### src/rtl/core/two_level_interrupt_arbiter_defines.svh
// assertion macros used by the arbiter rtl
`ifndef TWO_LEVEL_INTERRUPT_ARBITER_DEFINES_SVH
`define TWO_LEVEL_INTERRUPT_ARBITER_DEFINES_SVH

`ifndef ASSERT_OFF
// checked property, ignored while reset is low
`define TLIA_ASSERT(lbl, clk, rst_n, prop, msg) \
    lbl: assert property (@(posedge clk) disable iff (!rst_n) prop) else $error(msg);
// checked property, also during reset
`define TLIA_ASSERT_ALWAYS(lbl, clk, prop, msg) \
    lbl: assert property (@(posedge clk) prop) else $error(msg);
`else
`define TLIA_ASSERT(lbl, clk, rst_n, prop, msg)
`define TLIA_ASSERT_ALWAYS(lbl, clk, prop, msg)
`endif

`endif

### src/rtl/core/tlia_pkg.sv
package tlia_pkg;

    // number of interrupt vectors
    localparam int VEC_CNT = 32;
    // index width over the vectors
    localparam int IDX_W = (VEC_CNT > 1) ? $clog2(VEC_CNT) : 1;
    // width of the vector fields on the ports
    localparam int VEC_W = 5;
    // configuration port
    localparam int CFG_IDX_W = 2;
    localparam int CFG_DATA_W = 5;
    localparam logic [CFG_IDX_W-1:0] CFG_HIGH_VEC = 2'd0;
    localparam logic [CFG_IDX_W-1:0] CFG_ROT_START = 2'd1;
    // entries of the rotate start table
    localparam int ROT_ENTRIES = 2 ** VEC_W;

    typedef enum logic [1:0] {
        CMD_RAISE = 2'd0,
        CMD_CLEAR = 2'd1,
        CMD_ACK   = 2'd2,
        CMD_RET   = 2'd3
    } t_cmd;

    typedef struct packed {
        t_cmd             cmd;
        logic [VEC_W-1:0] vector;
    } t_in;

    typedef struct packed {
        logic [VEC_W-1:0] next_vector;
        logic             next_valid;
        logic             normal_active;
        logic             high_active;
    } t_out;

    typedef struct packed {
        logic high;
        logic norm;
    } t_flags;

    typedef struct packed {
        logic [VEC_W-1:0] vec;
        logic             valid;
    } t_pick;

    typedef logic [IDX_W-1:0] t_start_tbl [ROT_ENTRIES];

    // first vector of the rotating search for each rotate_start value
    function automatic t_start_tbl build_start_tbl();
        t_start_tbl tbl;
        for (int r = 0; r < ROT_ENTRIES; r++) begin
            tbl[r] = (r == 0) ? '0 : IDX_W'((r + 1) % VEC_CNT);
        end
        return tbl;
    endfunction

    localparam t_start_tbl START_TBL = build_start_tbl();

endpackage

### src/rtl/core/tlia_pick.sv
module tlia_pick
    import tlia_pkg::*;
(
    input  logic [VEC_CNT-1:0] i_pending,
    input  t_flags             i_flags,
    input  logic [VEC_W-1:0]   i_high_vec,
    input  logic [VEC_W-1:0]   i_rot_start,
    output t_pick              o_pick
);

    logic [VEC_CNT-1:0] hv_onehot;
    logic               hv_hit;
    logic [IDX_W-1:0]   start;
    logic [VEC_CNT-1:0] upper_mask;
    logic [VEC_CNT-1:0] upper;
    logic [VEC_CNT-1:0] cand;
    logic [VEC_CNT-1:0] lsb;
    logic [IDX_W-1:0]   idx;

    // high vector pending check
    assign hv_onehot = VEC_CNT'(1) << i_high_vec;
    assign hv_hit = (i_high_vec != '0) && (|(i_pending & hv_onehot));

    // rotating search: vectors at or above the start point first, then wrap
    assign start = START_TBL[i_rot_start];
    assign upper_mask = ~((VEC_CNT'(1) << start) - VEC_CNT'(1));
    assign upper = i_pending & upper_mask;
    assign cand = (|upper) ? upper : i_pending;
    assign lsb = cand & (~cand + VEC_CNT'(1));

    // encode the isolated one-hot bit
    always_comb begin
        idx = '0;
        for (int i = 0; i < VEC_CNT; i++) begin
            if (lsb[i]) begin
                idx = idx | IDX_W'(i);
            end
        end
    end

    // level blocking and final choice
    always_comb begin
        o_pick = '0;
        if (i_flags.high) begin
            o_pick = '0;
        end else if (hv_hit) begin
            o_pick.vec = i_high_vec;
            o_pick.valid = 1'b1;
        end else if (i_flags.norm) begin
            o_pick = '0;
        end else if (|i_pending) begin
            o_pick.vec = VEC_W'(idx);
            o_pick.valid = 1'b1;
        end
    end

endmodule

### src/rtl/core/two_level_interrupt_arbiter.sv
// Two-level interrupt arbiter. Each input beat is one event (raise, clear,
// cpu acknowledge, return from interrupt) and yields exactly one result beat
// with the next vector to serve and the two level flags after the event.
// The block takes one beat per clock while the output is not stalled. An
// accepted beat is held in the input register; the result register loads
// from it once the result slot is empty or not stalled, and the result beat
// can be taken while the output is not stalled. The pending mask update and
// the rotating priority search sit together in the single stage between the
// input register and the result register, so that stage sets the clock rate.
// Configuration (index 0 high-level vector, index 1 rotate start) is always
// ready and must only be written while no event is in flight.
`include "two_level_interrupt_arbiter_defines.svh"

module two_level_interrupt_arbiter
    import tlia_pkg::*;
(
    input  logic                 i_clk,
    input  logic                 i_rst_n,
    // event channel
    input  logic                 i_in_valid,
    output logic                 o_in_stall,
    input  t_in                  i_in_data,
    // result channel
    output logic                 o_out_valid,
    input  logic                 i_out_stall,
    output t_out                 o_out_data,
    // configuration writes
    input  logic                 i_cfg_valid,
    output logic                 o_cfg_ready,
    input  logic [CFG_IDX_W-1:0] i_cfg_index,
    input  logic [CFG_DATA_W-1:0] i_cfg_data
);

    logic               r_in_valid;
    t_in                r_in;
    logic               r_out_valid;
    t_out               r_out;
    logic [VEC_CNT-1:0] r_pending;
    logic [VEC_CNT-1:0] n_pending;
    t_flags             r_flags;
    t_flags             n_flags;
    logic [VEC_W-1:0]   r_high_vec;
    logic [VEC_W-1:0]   r_rot_start;
    logic               adv;
    logic               in_acc;
    logic [VEC_CNT-1:0] vec_onehot;
    t_pick              pick;

    // handshake
    assign adv = r_in_valid && (!r_out_valid || !i_out_stall);
    assign o_in_stall = r_in_valid && !adv;
    assign in_acc = i_in_valid && !o_in_stall;
    assign o_cfg_ready = 1'b1;

    // configuration registers
    always_ff @(posedge i_clk) begin
        if (!i_rst_n) begin
            r_high_vec <= '0;
            r_rot_start <= '0;
        end else if (i_cfg_valid && o_cfg_ready) begin
            if (i_cfg_index == CFG_HIGH_VEC) begin
                r_high_vec <= VEC_W'(i_cfg_data);
            end
            if (i_cfg_index == CFG_ROT_START) begin
                r_rot_start <= VEC_W'(i_cfg_data);
            end
        end
    end

    // input register
    always_ff @(posedge i_clk) begin
        if (!i_rst_n) begin
            r_in_valid <= 1'b0;
        end else if (in_acc) begin
            r_in_valid <= 1'b1;
        end else if (adv) begin
            r_in_valid <= 1'b0;
        end
    end

    always_ff @(posedge i_clk) begin
        if (in_acc) begin
            r_in <= i_in_data;
        end
    end

    // event decode: one-hot of the event vector, which is always in range
    assign vec_onehot = VEC_CNT'(1) << r_in.vector;

    always_comb begin
        n_pending = r_pending;
        n_flags = r_flags;
        unique case (r_in.cmd)
            CMD_RAISE: begin
                n_pending = r_pending | vec_onehot;
            end
            CMD_CLEAR: begin
                n_pending = r_pending & ~vec_onehot;
            end
            CMD_ACK: begin
                n_pending = r_pending | vec_onehot;
                if (r_in.vector != '0) begin
                    if (r_in.vector == r_high_vec) begin
                        n_flags.high = 1'b1;
                    end else begin
                        n_flags.norm = 1'b1;
                    end
                end
            end
            CMD_RET: begin
                if (r_flags.high) begin
                    n_flags.high = 1'b0;
                end else begin
                    n_flags.norm = 1'b0;
                end
            end
            default: begin
                n_pending = r_pending;
                n_flags = r_flags;
            end
        endcase
    end

    // next vector search on the updated state
    tlia_pick u_pick (
        .i_pending   (n_pending),
        .i_flags     (n_flags),
        .i_high_vec  (r_high_vec),
        .i_rot_start (r_rot_start),
        .o_pick      (pick)
    );

    // arbiter state
    always_ff @(posedge i_clk) begin
        if (!i_rst_n) begin
            r_pending <= '0;
            r_flags <= '0;
        end else if (adv) begin
            r_pending <= n_pending;
            r_flags <= n_flags;
        end
    end

    // result register
    always_ff @(posedge i_clk) begin
        if (!i_rst_n) begin
            r_out_valid <= 1'b0;
        end else if (adv) begin
            r_out_valid <= 1'b1;
        end else if (!i_out_stall) begin
            r_out_valid <= 1'b0;
        end
    end

    always_ff @(posedge i_clk) begin
        if (adv) begin
            r_out.next_vector <= pick.vec;
            r_out.next_valid <= pick.valid;
            r_out.normal_active <= n_flags.norm;
            r_out.high_active <= n_flags.high;
        end
    end

    assign o_out_valid = r_out_valid;
    assign o_out_data = r_out;

    // checks
    `TLIA_ASSERT_ALWAYS(a_reset_empty, i_clk, !i_rst_n |=> !o_out_valid && !o_in_stall, "pipeline not empty after reset")
    `TLIA_ASSERT(a_high_blocks, i_clk, i_rst_n, o_out_valid && o_out_data.high_active |-> !o_out_data.next_valid, "vector reported while high level active")
    `TLIA_ASSERT(a_none_zero, i_clk, i_rst_n, o_out_valid && !o_out_data.next_valid |-> o_out_data.next_vector == '0, "nonzero vector without valid")
    `TLIA_ASSERT(a_ret_high, i_clk, i_rst_n, adv && r_in.cmd == CMD_RET && r_flags.high |=> !r_flags.high && $stable(r_flags.norm), "return did not drop the high level alone")

endmodule

### config.mk
export PLATFORM = sky130hd
export DESIGN_NAME = two_level_interrupt_arbiter
export DESIGN_NICKNAME = d
export VERILOG_FILES = /design/src/rtl/core/tlia_pkg.sv /design/src/rtl/core/tlia_pick.sv /design/src/rtl/core/two_level_interrupt_arbiter.sv
export VERILOG_INCLUDE_DIRS = /design/src /design/src/rtl/core
export SDC_FILE = /design/constraint.sdc
export NUM_CORES = 1
export LEC_CHECK = 0
export BUFFER_PORTS_ARGS = -buffer_cell sky130_fd_sc_hd__buf_4
export CAP_MARGIN = 0
export CORE_MARGIN = 3
export CORE_UTILIZATION = 40
export CTS_CLUSTER_SIZE = 8
export DETAILED_ROUTE_END_ITERATION = 10
export PLACE_DENSITY = 0.64
export SYNTH_ARGS = -nofsm -noshare
export SYNTH_HDL_FRONTEND = slang
export SYNTH_SLANG_ARGS = --single-unit
### constraint.sdc
create_clock -name i_clk -period 4.4 [get_ports i_clk]
set_input_delay 0.44 -clock i_clk [delete_from_list [all_inputs] [get_ports i_clk]]
set_output_delay 0.44 -clock i_clk [all_outputs]
set_load 0.02 [all_outputs]
==> summary.txt <==
Synth
  – Main synth FF type: dfxtp_1
  – Most frequent cell after synthesis: nor2_1
  – Synth area leaders: dfxtp_1 (15%), edfxtp_1 (7.5%), o21ai_0 (7.4%)
  – Post-synthesis compound-gate area fraction: 0.3667
  – Post-Syn Nets: between 800 and 900
  – Synthesis warning total: 0
  – Multiplexer share of the synthesized area: 0.02359
  – Largest family of logic cells by synthesized area: compound AO/OA/AOI/OAI gates
  – Post-synth EDFFs: 15
  – Post-Synth XOR/XNOR Area: 0.01449
  – Share of the synthesized area in the top cell type: 0.1523
  – Cell variety after synth: 91
  – Mapped Area: between 6000 and 7000 um2
  – Leading area contributor after synthesis: dfxtp_1
  – Top cells by count, synth: nor2_1 (113), o21ai_0 (89), nand2_1 (60)
  – Post-Synth Simple-Gate Area: 0.2976
  – Adder-Cell Fraction of Synth Area: 0.01242
  – Synth Area per Inst: 7.206 um2
  – Seq cells post-synth: 61
  – Syn Inst Count: ~840
  – FFs w/ async S/R, synth: 0
  – Sequential-to-total area share from yosys stat: 0.2268

Route
  – Drc violations: 0
  – Post-Route WL: approximately 26000 um
  – Initial DRC Count: between 1000 and 1500
  – Antenna Violating Nets Remaining: 0
  – Via density: roughly 6.3
  – Avg WL per Cell: 21.02 um
  – Vias post-DR: roughly 7700
  – First-pass DRT Iterations: 7

Floorplanning
  – Row count: 44
  – # IOs: 30
  – Die W: 128.9 um
  – Die area: around 17000 um2
  – Core area: ~15000 um2
  – Die Span Y: approximately 130 um
  – Starting Density: 0.4129

Placement
  – Setup WS pre-CTS: -0.3787 ns
  – Number of port buffers: 28
  – GP Congestion: ~1.1
  – Placed cell area: 7792 um2
  – Hpwl dp: 19740 um
  – Placed Cells: around 1200

Global routing
  – Met3 Track Usage GR: 0.05064
  – GRT Resource Usage Total: 0.2970
  – GR Layer Usage met2: 0.4555
  – Busiest grt layer: met2
  – Largest net degree at the start of global routing: 54
  – Initial antenna violation count: 0
  – Met1 Track Usage GR: 0.3986
  – First-pass GRT wire length: 38440 um
  – Vias in the first global route: 6893
  – Total grt overflow: 0

Timing
  – Tmin final: ~4.5 ns
  – Min Hold Slack: between 0.2 and 0.3 ns
  – RSZ-0062 raised after global routing: true
  – Max Transition Viols Final: 0
  – Period utilization: 1.027
  – Fmax: ~220 MHz
  – Worst slew pin tran: roughly 0.94 ns
  – PnR worst setup slack: -0.1183 ns
  – Setup violators final: 5
  – Setup tns final: -0.3164 ns
  – Fin. Hold Viols: 0
  – Final Skew: ~0.0057 ns
  – Max_slew headroom: 0.3748

Run status
  – Failing checks: negative setup slack
  – Status: complete, but fails checks

Critical path
  – CP Data Arrival Time: 4.69 ns
  – Worst EP required: roughly 4.6 ns
  – Worst path slowest cell: or4_4
  – Setup crit start kind: flop
  – Worst-path fanout max: 6
  – Max stage delay on crit path: around 0.60 ns
  – Worst-path cell chain: ha_4 -> nand2_2 -> a211o_1 -> a21oi_4 -> nand2_2 -> ha_4 -> buf_4 -> o21ai_4 -> o311a_1 -> o31ai_4 -> a211oi_2 -> nand4b_1 -> or4_4 -> nor2_4 -> buf_6 -> buf_6 -> mux2i_1 -> and3_1 -> o21ai_1 -> and4_1 -> a32oi_1
  – CP delay by family, top: compound AO/OA/AOI/OAI gates
  – Kind of critical path: flop to flop
  – Crit path buffers/inverters: 3
  – Worst setup EP type: flop

Clock tree
  – CTS Root Cell: clkbuf_16
  – CTS Buf Count: 9
  – Clk_lat worst skew: around 0.33 ns
  – Longest Clk Path Bufs: 2
  – TritonCTS clock tree: done
  – Sink Count: 61
  – Htree depth: 3
  – Clock Pin Slew Worst Setup and Hold Paths: around 0.060 ns
  – # hold bufs at CTS: 0

Layout
  – # nets final: around 1100
  – Post-Layout Cell Count: roughly 1200
  – Fraction of layout cells with a size suffix above 1: 0.3375
  – Design area: approximately 8500 um2
  – Diodes inserted: 0
  – Fin util: 0.5836
  – Syn-to-layout area delta: 41.35%

Power and ir drop
  – Leak pwr: around 3.4 nW
  – Peak VDD IR: ~0.18 mV
  – PD cells: approximately 290 nW/um2
  – Total chip power: 2.479 mW

Min path
  – Worst hold path class: input pin to flop

Job
  – Max_cap viols: 0
-- sequential cells by signal, summed over array words and instances, names as in the netlist --
name / cells
r_in: 7
o_out_data: 8
o_out_valid: 1
r_high_vec: 5
r_rot_start: 5
r_flags: 2
r_in_valid: 1
r_pending: 32
-- repair_timing --
item                       in CTS  in global routing
buffers inserted               13                  8
gates resized for setup        32                 42
setup endpoints to repair       5                  5
pin swaps                      21                 17
gates cloned                    0                  0
-- routing by layer --
layer | up-vias | share of wire
met4 | 0 | 0.064
met3 | 100 | 0.088
li1 | 3577 | -
met1 | 3550 | 0.41
met2 | 447 | 0.44
met5 | - | 0
-- cells by family (layout without fill, tap and decap cells) --
| family | count (synthesis) | after routing |
|---|---|---|
| buffers and inverters | 77 | 272 |
| AO/OA/AOI/OAI | 327 | 327 |
| multiplexers | 14 | 14 |
| other | 1 | 1 |
| adder cells (fa/ha/maj) | 6 | 6 |
| AND/OR/NAND/NOR | 343 | 343 |
| XOR/XNOR | 10 | 10 |
| flip-flops | 61 | 61 |
-- placed cells by master, fill, tap and decap left out, types with 17 or more instances in the layout --
cell and n:
a21oi_1 41, a211oi_1 24, nand3_1 18, o21ai_0 82, o21a_1 21, dfxtp_1 43
buf_4 226, nor2_1 111, a31oi_1 17, nor3_1 36, nand2_1 55
-- final timing paths --
kind,startpoint,endpoint,slack [ns],cells past startpoint
min,i_in_data[6],r_in[6]$_DFFE_PP_,0.28,1
min reg2reg,r_flags[0]$_SDFFE_PN0P_,r_flags[0]$_SDFFE_PN0P_,0.48,2
max,r_rot_start[0]$_SDFFE_PN0P_,o_out_data[3]$_SDFFCE_PP0P_,-0.12,21
max reg2reg,r_rot_start[0]$_SDFFE_PN0P_,o_out_data[3]$_SDFFCE_PP0P_,-0.12,21
-- area by class of cell --
type	count	area (um2)
tap	184	230.2
timing repair buffer	236	1836
fill	1354	6098
sequential	61	1383
inverter	20	80.08
clock buffer	9	225.2
clock inverter	7	80.08
multi-input combinational	701	4712
-- power by group --
part	total (mW)	switching [mW]	internal, mW
logic	1.10	0.601	0.504
registers	0.639	0.0259	0.613
clock network	0.735	0.288	0.447
total	2.48	0.915	1.56
(Power assumes the default switching activity.)
